[src/hw/rtl/at_rlc_pkg.sv]
//------------------------------------------------------------------------------
// AT response line classifier package
// Shared widths, operation and result codes, line patterns and the
// control structs between the top level and the event queue.
//------------------------------------------------------------------------------
`default_nettype none

package at_rlc_pkg;

	localparam int OP_W     = 2;
	localparam int BYTE_W   = 8;
	localparam int RES_W    = 2;
	localparam int CODE_W   = 3;
	localparam int HANDLE_W = 17;
	localparam int ACC_W    = 16;

	localparam logic [OP_W-1:0] OP_FEED  = 2'd0;
	localparam logic [OP_W-1:0] OP_POP   = 2'd1;
	localparam logic [OP_W-1:0] OP_CLEAR = 2'd2;
	localparam logic [OP_W-1:0] OP_RESET = 2'd3;

	localparam logic [RES_W-1:0] RES_NONE  = 2'd0;
	localparam logic [RES_W-1:0] RES_OK    = 2'd1;
	localparam logic [RES_W-1:0] RES_ERROR = 2'd2;

	localparam logic [BYTE_W-1:0] CHAR_LF   = 8'h0A;
	localparam logic [BYTE_W-1:0] CHAR_CR   = 8'h0D;
	localparam logic [BYTE_W-1:0] CHAR_ZERO = 8'h30;
	localparam logic [BYTE_W-1:0] CHAR_NINE = 8'h39;

	localparam logic [ACC_W-1:0]    HANDLE_MAX  = 16'hFFFF;
	localparam logic [HANDLE_W-1:0] HANDLE_NONE = 17'h1FFFF;

	// Patterns compared against the head of a line, six characters each,
	// left aligned and padded with spaces.
	localparam int NUM_PAT    = 9;
	localparam int PREFIX_MAX = 6;
	localparam int PAT_OK     = 0;
	localparam int PAT_ERROR  = 1;
	localparam int PAT_UDCP   = 2;
	localparam int PAT_TAG0   = 3;

	localparam logic [8*PREFIX_MAX-1:0] PAT_TEXT [NUM_PAT] = '{
		"OK    ", "ERROR ", "+UDCP:", "+UUWLE", "+UUWLD",
		"+UUNU ", "+UUND ", "+UUDPC", "+UUDPD"
	};
	localparam int PAT_LEN [NUM_PAT] = '{2, 5, 6, 6, 6, 5, 5, 6, 6};

	typedef struct packed {
		logic              push;
		logic              pop;
		logic              clear;
		logic [CODE_W-1:0] code;
	} fifo_cmd_t;

	typedef struct packed {
		logic              empty;
		logic [CODE_W-1:0] rd_data;
	} fifo_sts_t;

	// Per-pattern match of one line byte at a given position. Positions past
	// the end of a pattern always match.
	function automatic logic [NUM_PAT-1:0] pat_match(input logic [2:0] pos,
			input logic [BYTE_W-1:0] ch);
		logic [NUM_PAT-1:0] m;
		for (int k = 0; k < NUM_PAT; k++) begin
			if (int'(pos) >= PAT_LEN[k]) begin
				m[k] = 1'b1;
			end else begin
				m[k] = (ch == PAT_TEXT[k][8*PREFIX_MAX-1-8*int'(pos) -: 8]);
			end
		end
		return m;
	endfunction

endpackage

`default_nettype wire

[src/hw/rtl/at_rlc_if.sv]
//------------------------------------------------------------------------------
// AT response line classifier channels
// Valid/ready channels for the command items and the result items.
//------------------------------------------------------------------------------
`default_nettype none

interface at_rlc_cmd_if;
	logic                             valid;
	logic                             ready;
	logic [at_rlc_pkg::OP_W-1:0]      operation;
	logic [at_rlc_pkg::BYTE_W-1:0]    data_byte;

	modport source (output valid, operation, data_byte, input ready);
	modport sink (input valid, operation, data_byte, output ready);
endinterface

interface at_rlc_rsp_if;
	logic                                valid;
	logic                                ready;
	logic [at_rlc_pkg::RES_W-1:0]        line_result;
	logic                                event_valid;
	logic [at_rlc_pkg::CODE_W-1:0]       event_code;
	logic signed [at_rlc_pkg::HANDLE_W-1:0] peer_handle;

	modport source (output valid, line_result, event_valid, event_code, peer_handle,
		input ready);
	modport sink (input valid, line_result, event_valid, event_code, peer_handle,
		output ready);
endinterface

`default_nettype wire

[src/hw/rtl/at_response_line_classifier_top.sv]
//------------------------------------------------------------------------------
// AT response line classifier
// Collects modem response bytes into a line memory and classifies each line.
//------------------------------------------------------------------------------
// Every command item produces exactly one result item. Feeding a byte other
// than a line feed, clearing the events, resetting the line and popping an
// empty event queue go straight to the emit state. Popping a queued event
// passes through a state for the event queue read. A line feed on a stored
// line of F bytes walks the first min(F, 6) bytes of the line memory one byte
// per cycle through its single read port. A "+UDCP:" line longer than six
// bytes goes on to walk the bytes after the prefix, the digits and the byte
// that ends them. A new command is taken while the previous result still
// waits on the result channel; its own result then holds the block in its
// last cycle until the result register is free.
`default_nettype none

module at_response_line_classifier_top #(
	parameter int LINE_BYTES  = 128,
	parameter int EVENT_DEPTH = 8
) (
	input  wire logic  clk,
	input  wire logic  arst_n,
	at_rlc_cmd_if.sink   cmd,
	at_rlc_rsp_if.source rsp
);

	localparam int FW = $clog2(LINE_BYTES + 1);
	localparam int AW = $clog2(LINE_BYTES);

	typedef enum logic [2:0] {
		ST_IDLE,
		ST_PREFIX,
		ST_DIGIT,
		ST_POP,
		ST_EMIT
	} state_t;

	state_t state_q;

	logic [FW-1:0]                     fill_q;
	logic [FW-1:0]                     rd_idx_q;
	logic [at_rlc_pkg::NUM_PAT-1:0]    flags_q;
	logic [at_rlc_pkg::ACC_W-1:0]      acc_q;
	logic [at_rlc_pkg::HANDLE_W-1:0]   handle_q;
	logic [at_rlc_pkg::RES_W-1:0]      res_q;
	logic                              evv_q;
	logic [at_rlc_pkg::CODE_W-1:0]     code_q;
	logic                              out_valid_q;
	logic [at_rlc_pkg::RES_W-1:0]      out_res_q;
	logic                              out_evv_q;
	logic [at_rlc_pkg::CODE_W-1:0]     out_code_q;
	logic [at_rlc_pkg::HANDLE_W-1:0]   out_handle_q;

	logic                              cmd_fire;
	logic                              is_feed;
	logic                              is_lf;
	logic                              store_byte;
	logic [at_rlc_pkg::BYTE_W-1:0]     lr_rdata;
	logic [AW-1:0]                     lr_rd_addr;
	logic [FW-1:0]                     idx_inc;
	logic [FW-1:0]                     prefix_end;
	logic [at_rlc_pkg::NUM_PAT-1:0]    flags_nx;
	logic                              is_ok;
	logic                              is_err;
	logic                              is_udcp;
	logic                              tag_any;
	logic [at_rlc_pkg::CODE_W-1:0]     tag_code;
	logic                              is_digit;
	logic [at_rlc_pkg::ACC_W+3:0]      acc_sum;
	logic [at_rlc_pkg::ACC_W-1:0]      acc_sat;
	at_rlc_pkg::fifo_cmd_t             fifo_cmd;
	at_rlc_pkg::fifo_sts_t             fifo_sts;

	assign cmd.ready  = (state_q == ST_IDLE);
	assign cmd_fire   = cmd.valid && cmd.ready;
	assign is_feed    = (cmd.operation == at_rlc_pkg::OP_FEED);
	assign is_lf      = (cmd.data_byte == at_rlc_pkg::CHAR_LF);
	assign store_byte = cmd_fire && is_feed && !is_lf
		&& (cmd.data_byte != at_rlc_pkg::CHAR_CR) && (fill_q < FW'(LINE_BYTES));

	assign idx_inc    = rd_idx_q + 1'b1;
	assign prefix_end = (fill_q < FW'(at_rlc_pkg::PREFIX_MAX)) ? fill_q
		: FW'(at_rlc_pkg::PREFIX_MAX);
	assign lr_rd_addr = (state_q == ST_IDLE) ? '0 : idx_inc[AW-1:0];

	at_rlc_ram #(
		.WIDTH(at_rlc_pkg::BYTE_W),
		.DEPTH(LINE_BYTES)
	) u_line_ram (
		.clk    (clk),
		.wr_en  (store_byte),
		.wr_addr(fill_q[AW-1:0]),
		.wr_data(cmd.data_byte),
		.rd_en  (1'b1),
		.rd_addr(lr_rd_addr),
		.rd_data(lr_rdata)
	);

	always_comb begin
		flags_nx = flags_q & at_rlc_pkg::pat_match(rd_idx_q[2:0], lr_rdata);
		is_ok    = flags_nx[at_rlc_pkg::PAT_OK]
			&& (int'(fill_q) == at_rlc_pkg::PAT_LEN[at_rlc_pkg::PAT_OK]);
		is_err   = flags_nx[at_rlc_pkg::PAT_ERROR]
			&& (int'(fill_q) >= at_rlc_pkg::PAT_LEN[at_rlc_pkg::PAT_ERROR]);
		is_udcp  = flags_nx[at_rlc_pkg::PAT_UDCP]
			&& (int'(fill_q) >= at_rlc_pkg::PAT_LEN[at_rlc_pkg::PAT_UDCP]);
		tag_any  = 1'b0;
		tag_code = '0;
		for (int k = at_rlc_pkg::NUM_PAT - 1; k >= at_rlc_pkg::PAT_TAG0; k--) begin
			if (flags_nx[k] && int'(fill_q) >= at_rlc_pkg::PAT_LEN[k]) begin
				tag_any  = 1'b1;
				tag_code = at_rlc_pkg::CODE_W'(k - at_rlc_pkg::PAT_TAG0);
			end
		end
	end

	assign is_digit = (lr_rdata >= at_rlc_pkg::CHAR_ZERO)
		&& (lr_rdata <= at_rlc_pkg::CHAR_NINE);
	assign acc_sum  = {acc_q, 3'b000} + {2'b00, acc_q, 1'b0}
		+ (at_rlc_pkg::ACC_W+4)'(lr_rdata[3:0]);
	assign acc_sat  = (acc_sum > (at_rlc_pkg::ACC_W+4)'(at_rlc_pkg::HANDLE_MAX))
		? at_rlc_pkg::HANDLE_MAX : acc_sum[at_rlc_pkg::ACC_W-1:0];

	assign fifo_cmd.push  = (state_q == ST_PREFIX) && !(idx_inc < prefix_end)
		&& !is_ok && !is_err && !is_udcp && tag_any;
	assign fifo_cmd.pop   = cmd_fire && (cmd.operation == at_rlc_pkg::OP_POP)
		&& !fifo_sts.empty;
	assign fifo_cmd.clear = cmd_fire && ((cmd.operation == at_rlc_pkg::OP_CLEAR)
		|| (cmd.operation == at_rlc_pkg::OP_RESET));
	assign fifo_cmd.code  = tag_code;

	at_rlc_fifo #(
		.DEPTH(EVENT_DEPTH)
	) u_fifo (
		.clk   (clk),
		.arst_n(arst_n),
		.cmd   (fifo_cmd),
		.sts   (fifo_sts)
	);

	always_ff @(posedge clk or negedge arst_n) begin
		if (!arst_n) begin
			state_q      <= ST_IDLE;
			fill_q       <= '0;
			rd_idx_q     <= '0;
			flags_q      <= '0;
			acc_q        <= '0;
			handle_q     <= at_rlc_pkg::HANDLE_NONE;
			res_q        <= at_rlc_pkg::RES_NONE;
			evv_q        <= 1'b0;
			code_q       <= '0;
			out_valid_q  <= 1'b0;
			out_res_q    <= at_rlc_pkg::RES_NONE;
			out_evv_q    <= 1'b0;
			out_code_q   <= '0;
			out_handle_q <= at_rlc_pkg::HANDLE_NONE;
		end else begin
			if (rsp.ready) begin
				out_valid_q <= 1'b0;
			end
			case (state_q)
				ST_IDLE: begin
					if (cmd_fire) begin
						res_q   <= at_rlc_pkg::RES_NONE;
						evv_q   <= 1'b0;
						code_q  <= '0;
						state_q <= ST_EMIT;
						case (cmd.operation)
							at_rlc_pkg::OP_FEED: begin
								if (is_lf && fill_q != '0) begin
									rd_idx_q <= '0;
									flags_q  <= '1;
									state_q  <= ST_PREFIX;
								end else if (store_byte) begin
									fill_q <= fill_q + 1'b1;
								end
							end
							at_rlc_pkg::OP_POP: begin
								if (!fifo_sts.empty) begin
									state_q <= ST_POP;
								end
							end
							at_rlc_pkg::OP_RESET: begin
								fill_q <= '0;
							end
							default: begin
							end
						endcase
					end
				end
				ST_PREFIX: begin
					flags_q  <= flags_nx;
					rd_idx_q <= idx_inc;
					if (!(idx_inc < prefix_end)) begin
						fill_q  <= '0;
						state_q <= ST_EMIT;
						if (is_ok) begin
							res_q <= at_rlc_pkg::RES_OK;
						end else if (is_err) begin
							res_q <= at_rlc_pkg::RES_ERROR;
						end else if (is_udcp) begin
							if (fill_q > FW'(at_rlc_pkg::PREFIX_MAX)) begin
								acc_q   <= '0;
								fill_q  <= fill_q;
								state_q <= ST_DIGIT;
							end else begin
								handle_q <= '0;
							end
						end
					end
				end
				ST_DIGIT: begin
					rd_idx_q <= idx_inc;
					if (is_digit && idx_inc < fill_q) begin
						acc_q <= acc_sat;
					end else begin
						handle_q <= is_digit ? {1'b0, acc_sat} : {1'b0, acc_q};
						fill_q   <= '0;
						state_q  <= ST_EMIT;
					end
				end
				ST_POP: begin
					evv_q   <= 1'b1;
					code_q  <= fifo_sts.rd_data;
					state_q <= ST_EMIT;
				end
				ST_EMIT: begin
					if (!out_valid_q || rsp.ready) begin
						out_valid_q  <= 1'b1;
						out_res_q    <= res_q;
						out_evv_q    <= evv_q;
						out_code_q   <= code_q;
						out_handle_q <= handle_q;
						state_q      <= ST_IDLE;
					end
				end
				default: begin
					state_q <= ST_IDLE;
				end
			endcase
		end
	end

	assign rsp.valid       = out_valid_q;
	assign rsp.line_result = out_res_q;
	assign rsp.event_valid = out_evv_q;
	assign rsp.event_code  = out_code_q;
	assign rsp.peer_handle = out_handle_q;

	a_event_no_line: assert property (@(posedge clk) disable iff (!arst_n)
		rsp.valid |-> !(rsp.event_valid && rsp.line_result != at_rlc_pkg::RES_NONE))
		else $error("event and line result reported in the same item");
	a_code_zero: assert property (@(posedge clk) disable iff (!arst_n)
		(rsp.valid && !rsp.event_valid) |-> rsp.event_code == '0)
		else $error("event code set without a popped event");
	a_walk_in_line: assert property (@(posedge clk) disable iff (!arst_n)
		(state_q == ST_PREFIX || state_q == ST_DIGIT) |-> rd_idx_q < fill_q)
		else $error("line walk reads past the stored line");
	a_fill_range: assert property (@(posedge clk) disable iff (!arst_n)
		fill_q <= FW'(LINE_BYTES))
		else $error("line fill exceeds the line memory");
	a_busy_after_accept: assert property (@(posedge clk) disable iff (!arst_n)
		cmd_fire |=> state_q != ST_IDLE)
		else $error("command accepted without producing work");

endmodule

`default_nettype wire

[src/hw/rtl/at_rlc_ram.sv]
//------------------------------------------------------------------------------
// AT response line classifier RAM
// Generic single-write, single-read memory with a registered read port.
//------------------------------------------------------------------------------
`default_nettype none

module at_rlc_ram #(
	parameter int WIDTH = 8,
	parameter int DEPTH = 128,
	localparam int AW = (DEPTH > 1) ? $clog2(DEPTH) : 1
) (
	input  wire logic             clk,
	input  wire logic             wr_en,
	input  wire logic [AW-1:0]    wr_addr,
	input  wire logic [WIDTH-1:0] wr_data,
	input  wire logic             rd_en,
	input  wire logic [AW-1:0]    rd_addr,
	output logic      [WIDTH-1:0] rd_data
);

	logic [WIDTH-1:0] mem_q [DEPTH];
	logic [WIDTH-1:0] rd_data_q;

	always_ff @(posedge clk) begin
		if (wr_en) begin
			mem_q[wr_addr] <= wr_data;
		end
		if (rd_en) begin
			rd_data_q <= mem_q[rd_addr];
		end
	end

	assign rd_data = rd_data_q;

endmodule

`default_nettype wire

[src/hw/rtl/at_rlc_fifo.sv]
//------------------------------------------------------------------------------
// AT response line classifier event queue
// Circular queue of event codes held in a RAM, with head and count.
//------------------------------------------------------------------------------
`default_nettype none

module at_rlc_fifo #(
	parameter int DEPTH = 8
) (
	input  wire logic                  clk,
	input  wire logic                  arst_n,
	input  wire at_rlc_pkg::fifo_cmd_t cmd,
	output at_rlc_pkg::fifo_sts_t      sts
);

	localparam int HW = (DEPTH > 1) ? $clog2(DEPTH) : 1;
	localparam int CW = $clog2(DEPTH + 1);

	logic [HW-1:0] head_q;
	logic [CW-1:0] count_q;
	logic [CW:0]   tail_sum;
	logic [HW-1:0] tail;
	logic [HW-1:0] head_inc;
	logic          full;
	logic          wr_en;
	logic [at_rlc_pkg::CODE_W-1:0] rd_data;

	assign full     = (count_q == CW'(DEPTH));
	assign tail_sum = (CW+1)'(head_q) + (CW+1)'(count_q);
	assign tail     = (tail_sum >= (CW+1)'(DEPTH)) ? HW'(tail_sum - (CW+1)'(DEPTH))
		: HW'(tail_sum);
	assign head_inc = ((CW+1)'(head_q) + 1'b1 == (CW+1)'(DEPTH)) ? '0 : HW'(head_q + 1'b1);
	assign wr_en    = cmd.push && !full && !cmd.clear;

	at_rlc_ram #(
		.WIDTH(at_rlc_pkg::CODE_W),
		.DEPTH(DEPTH)
	) u_ram (
		.clk    (clk),
		.wr_en  (wr_en),
		.wr_addr(tail),
		.wr_data(cmd.code),
		.rd_en  (cmd.pop),
		.rd_addr(head_q),
		.rd_data(rd_data)
	);

	always_ff @(posedge clk or negedge arst_n) begin
		if (!arst_n) begin
			head_q  <= '0;
			count_q <= '0;
		end else if (cmd.clear) begin
			head_q  <= '0;
			count_q <= '0;
		end else if (wr_en) begin
			count_q <= count_q + 1'b1;
		end else if (cmd.pop && count_q != '0) begin
			head_q  <= head_inc;
			count_q <= count_q - 1'b1;
		end
	end

	assign sts.empty   = (count_q == '0);
	assign sts.rd_data = rd_data;

	a_count_range: assert property (@(posedge clk) disable iff (!arst_n)
		count_q <= CW'(DEPTH))
		else $error("event queue count exceeds its depth");
	a_head_range: assert property (@(posedge clk) disable iff (!arst_n)
		(CW+1)'(head_q) < (CW+1)'(DEPTH))
		else $error("event queue head out of range");
	a_pop_nonempty: assert property (@(posedge clk) disable iff (!arst_n)
		cmd.pop |-> count_q != '0)
		else $error("pop issued on an empty event queue");

endmodule

`default_nettype wire
[src/flat_wrapper.sv]
// flat-port wrapper written by rule: the top's interface ports become plain ports
module at_response_line_classifier_top_flat 
#(
	parameter int LINE_BYTES  = 128,
	parameter int EVENT_DEPTH = 8
)
  (clk, arst_n, cmd_valid, cmd_operation, cmd_data_byte, cmd_ready, rsp_valid, rsp_line_result, rsp_event_valid, rsp_event_code, rsp_peer_handle, rsp_ready);
  at_rlc_cmd_if cmd_i ();
  at_rlc_rsp_if rsp_i ();
  input  wire logic clk;
  input  wire logic arst_n;
  input wire logic [$bits(cmd_i.valid)-1:0] cmd_valid;
  input wire logic [$bits(cmd_i.operation)-1:0] cmd_operation;
  input wire logic [$bits(cmd_i.data_byte)-1:0] cmd_data_byte;
  output wire logic [$bits(cmd_i.ready)-1:0] cmd_ready;
  output wire logic [$bits(rsp_i.valid)-1:0] rsp_valid;
  output wire logic [$bits(rsp_i.line_result)-1:0] rsp_line_result;
  output wire logic [$bits(rsp_i.event_valid)-1:0] rsp_event_valid;
  output wire logic [$bits(rsp_i.event_code)-1:0] rsp_event_code;
  output wire logic [$bits(rsp_i.peer_handle)-1:0] rsp_peer_handle;
  input wire logic [$bits(rsp_i.ready)-1:0] rsp_ready;
  assign cmd_i.valid = cmd_valid;
  assign cmd_i.operation = cmd_operation;
  assign cmd_i.data_byte = cmd_data_byte;
  assign cmd_ready = cmd_i.ready;
  assign rsp_valid = rsp_i.valid;
  assign rsp_line_result = rsp_i.line_result;
  assign rsp_event_valid = rsp_i.event_valid;
  assign rsp_event_code = rsp_i.event_code;
  assign rsp_peer_handle = rsp_i.peer_handle;
  assign rsp_i.ready = rsp_ready;
  at_response_line_classifier_top #(.LINE_BYTES(LINE_BYTES), .EVENT_DEPTH(EVENT_DEPTH)) u_core (.clk(clk), .arst_n(arst_n), .cmd(cmd_i), .rsp(rsp_i));
endmodule
[config.mk]
export PLATFORM = sky130hd
export DESIGN_NAME = at_response_line_classifier_top_flat
export DESIGN_NICKNAME = d
export VERILOG_FILES = /design/src/hw/rtl/at_rlc_pkg.sv /design/src/hw/rtl/at_rlc_if.sv /design/src/hw/rtl/at_response_line_classifier_top.sv /design/src/hw/rtl/at_rlc_ram.sv /design/src/hw/rtl/at_rlc_fifo.sv /design/src/flat_wrapper.sv
export SDC_FILE = /design/constraint.sdc
export NUM_CORES = 2
export LEC_CHECK = 0
export BUFFER_PORTS_ARGS = -buffer_cell sky130_fd_sc_hd__buf_2
export CORE_ASPECT_RATIO = 0.7
export CORE_MARGIN = 2
export CORE_UTILIZATION = 35
export CTS_CLUSTER_SIZE = 12
export DETAILED_ROUTE_END_ITERATION = 10
export GPL_TIMING_DRIVEN = 1
export PLACE_DENSITY_LB_ADDON = 0.2
export SYNTH_ARGS = -nofsm -noshare
export SYNTH_HDL_FRONTEND = slang
export SYNTH_SLANG_ARGS = --single-unit
[constraint.sdc]
create_clock -name clk -period 4.7 [get_ports clk]
set_clock_uncertainty 0.05 [all_clocks]
set_input_delay 0.705 -clock clk [delete_from_list [all_inputs] [get_ports clk]]
set_output_delay 0.705 -clock clk [all_outputs]
set_load 0.1 [all_outputs]
==> out/qor.yml <==
sta:
  tightest_slew_ps: 1276
  rsz0062_at_grt: "no"
  setup-violations-final: 0
  final.setup.tns_ps: 0
  fmax_ghz: 0.2266
  fin_crit_ps: 4414
  finalHoldViolations: 0
  period_share_pct: 93.91
  maxSlewViolCount: 0
  relSlewSlack_pct: 14.74
floorplan:
  rows: 114
  initial_core_util_pct: 35.36
  die_area_mm2: 0.1428
  num_io_pins: 39
  die_y_um: 316.8
  core-area_mm2: 0.1384
  die_x_um: 450.9
placement:
  gp_congestion: 0.8416
  portBuffers: 38
  dpl.hpwl_um: 88850
  dp.cells: 5645
grt:
  grt_usage_pct: 19.63
  grt_start_max_net_pins: 161
  overflow: 0
  antenna_found_initial: 2
  grt_pass1_vias: 30080
  grt_pass1_wl_um: 209200
finish:
  mostFrequentLayoutCells: "edfxtp_1 (1,051), nand2_1 (629), buf_4 (257), nand3_1 (256), nor2_1 (188)"
  final_cells: 5823
  drive_gt1_share_pct: 13.99
  final_util_pct: 40.51
  final_common_cell: "edfxtp_1"
  antenna_cells: 0
  area_growth_pct: 14.57
  fin_nets: 3989
routing:
  routed_wl_um: 142600
  drtIter0Drc: 3422
  postRouteAntennaNets: 0
  vias: 31610
  firstDrtPassIters: 6
  drc: 0
  wl_per_cell_um: 24.49
  vias_per_cell: 5.429
setup_path:
  r2r_start: "u_core.fill_q[3]$_DFFE_PN0P_"
  critPathMaxStageDelay_ps: 600
  r2r_end: "u_core.u_fifo.count_q[3]$_DFFE_PN0P_"
  critPathArrivalTime_ps: 5020
  required_ps: 5300
  rrSetupSlack_ps: 290
  critPathCaptureType: "flop"
  cp_max_fo: 7
  ff2ff_path_depth: 17
  crit_chain: "or4_4 -> nand2b_1 -> nor2_1 -> ha_1 -> o21a_1 -> o2111ai_1 -> a21oi_2 -> a2111o_1 -> o221ai_1 -> a31oi_1 -> o211ai_2 -> ha_1 -> a21o_1 -> a21o_1 -> or3_1 -> and3_1 -> nor3_1"
  crit_type: "flop to flop"
  timing.critical_path.from_type: "flop"
  cp-startpoint: "u_core.fill_q[3]$_DFFE_PN0P_"
  cp_slowest_cell: "or4_4"
  crit_end: "u_core.u_fifo.count_q[3]$_DFFE_PN0P_"
job:
  cap_violations: 0
synthesis:
  synth_cells: 3723
  synth.distinct_cells: 87
  synth_area_leaders: "edfxtp_1 (65%), nand2_1 (4.9%), dfrtp_1 (3.3%)"
  synth.top_cell.area_share_pct: 64.51
  yosys_register_bits: 1157
  synth-edff-count: 1051
  yosys_warnings: 0
  synth_largest_area_cell: "edfxtp_1"
  synth_area_mm2: 0.04892
  ys_seq_area_share_pct: 69.94
  synthArstFlopShare_pct: 8.470
  dominantRegCellSynth: "edfxtp_1"
  syn-mean-instance-area_um2: 13.14
clock_tree:
  clk-insertion-delay-late_ps: 730
  cts_root_buf: "clkbuf_16"
  cts_max_level: 3
  clockBufferDepth: 3
  clock_sinks: 1157
  path_clk_slew_ps: 70
  cts_tree: "built"
  cts_made_buffers: 112
hold_path:
  hp-class: "input pin to flop"
  worst_hold_startpoint: "rsp_ready"
power_and_ir_drop:
  peakVddDrop_uv: 605.1
  p_leak_nw: 19.36
  p_per_area_mw_per_mm2: 677.3
outcome:
  outcome: "finished, final reports clean"
-- per-stage QoR --
stage	power [mW]	instance area (um^2)	setup WS, ps	hold WS, ps
6_report	37.96	56050	286.1	253.5
5_1_grt	39.90	56050	15.60	261.7
4_1_cts	38.04	56030	172.0	211.2
3_5_place_dp	29.75	52840	196.4	432.5
3_3_place_gp	29.78	52840	217.3	431.9
2_1_floorplan	22.82	48940	221.6	359.4
-- layout make-up --
| class | count | area (um^2) |
|---|---|---|
| clock buffers | 156 | 3018 |
| clock inverters | 20 | 158.9 |
| fillers | 13020 | 82300 |
| inverters | 40 | 155.1 |
| multi-input cells | 2286 | 13680 |
| flip-flops and latches | 1157 | 34220 |
| well taps | 1856 | 2322 |
| repair buffers | 308 | 2496 |
-- per-layer routing --
metal	part of all wire (%)	global-route usage (%)
met1	50	31.80
met2	41	27.05
met3	7.1	3.376
met4	1.9	4.158
met5	0	0
-- synthesized netlist by cell type, types with 32 or more instances --
cell type  instances
o22ai_1          131
ha_1              66
clkbuf_1         185
a21o_1            47
nor3_1            32
inv_1             36
o21ai_0           96
nor2_1           190
dfstp_2           34
mux2i_1          118
buf_2             41
edfxtp_1        1051
dfrtp_1           64
a21oi_1          120
a31oi_1          107
nand3_1          262
nand2_1          634
a211oi_1         124
a311oi_1          66
-- worst max-delay path, delay by kind of cell, from the launching register on --
family / cells / cell delay (ps)
compound gates: 9 / 1630
fa+ha+maj: 2 / 560
flops: 1 / 440
simple gates: 6 / 1630
-- kinds of logic (layout without fill, tap and decap cells) --
| group | count (synthesis) | after routing | share of synthesized area, % |
|---|---|---|---|
| compound gates | 773 | 773 | 10.57 |
| fa+ha+maj | 70 | 70 | 1.852 |
| other cells | 1 | 5 | 0.007665 |
| buf+inv | 284 | 524 | 2.394 |
| mux | 150 | 150 | 3.289 |
| xor+xnor | 46 | 46 | 0.8235 |
| simple gates | 1242 | 1242 | 11.13 |
| flops | 1157 | 1157 | 69.94 |
-- flip-flops by register name (all words and copies together), names as in the netlist, 4 cells and up --
name and flops:
u_core.flags_q 9, u_core.acc_q 16, u_core.u_line_ram.rd_data 8, u_core.handle_q 17, u_core.rsp.peer_handle 17, u_core.u_line_ram.mem_q 1024, u_core.u_fifo.u_ram.mem_q 24, u_core.rd_idx_q 8
u_core.fill_q 8, u_core.u_fifo.count_q 4
-- how the worst min path moves through the flow --
stage | end | slack, ps | cells past startpoint
after global placement | u_core.handle_q[16]$_DFFE_PN1P_ | 430 | 1
after global routing | u_core.u_line_ram.mem_q[62][0]$_DFFE_PP_ | 260 | 1
after CTS | u_core.rsp.valid$_DFF_PN0_ | 210 | 3
after floorplan | u_core.acc_q[0]$_DFFE_PN0P_ | 360 | 0
after detailed placement | u_core.handle_q[16]$_DFFE_PN1P_ | 430 | 1
final | u_core.rsp.valid$_DFF_PN0_ | 250 | 3
-- where the power goes --
| group | switching, mW | leakage [nW] | total, mW | internal, mW |
|---|---|---|---|---|
| registers | 0.466 | 10.7 | 12.2 | 11.7 |
| clock network | 3.81 | 1.55 | 8.24 | 4.43 |
| logic | 12.0 | 7.11 | 17.6 | 5.57 |
-- timing repair --
item                       in CTS  in global routing
hold endpoints to repair        5                  0
resized for setup               0                  6
buffers inserted                0                  1
setup endpoints to repair       0                  1
hold buffers                    1                  0
Power figures use the tool's default switching activity.
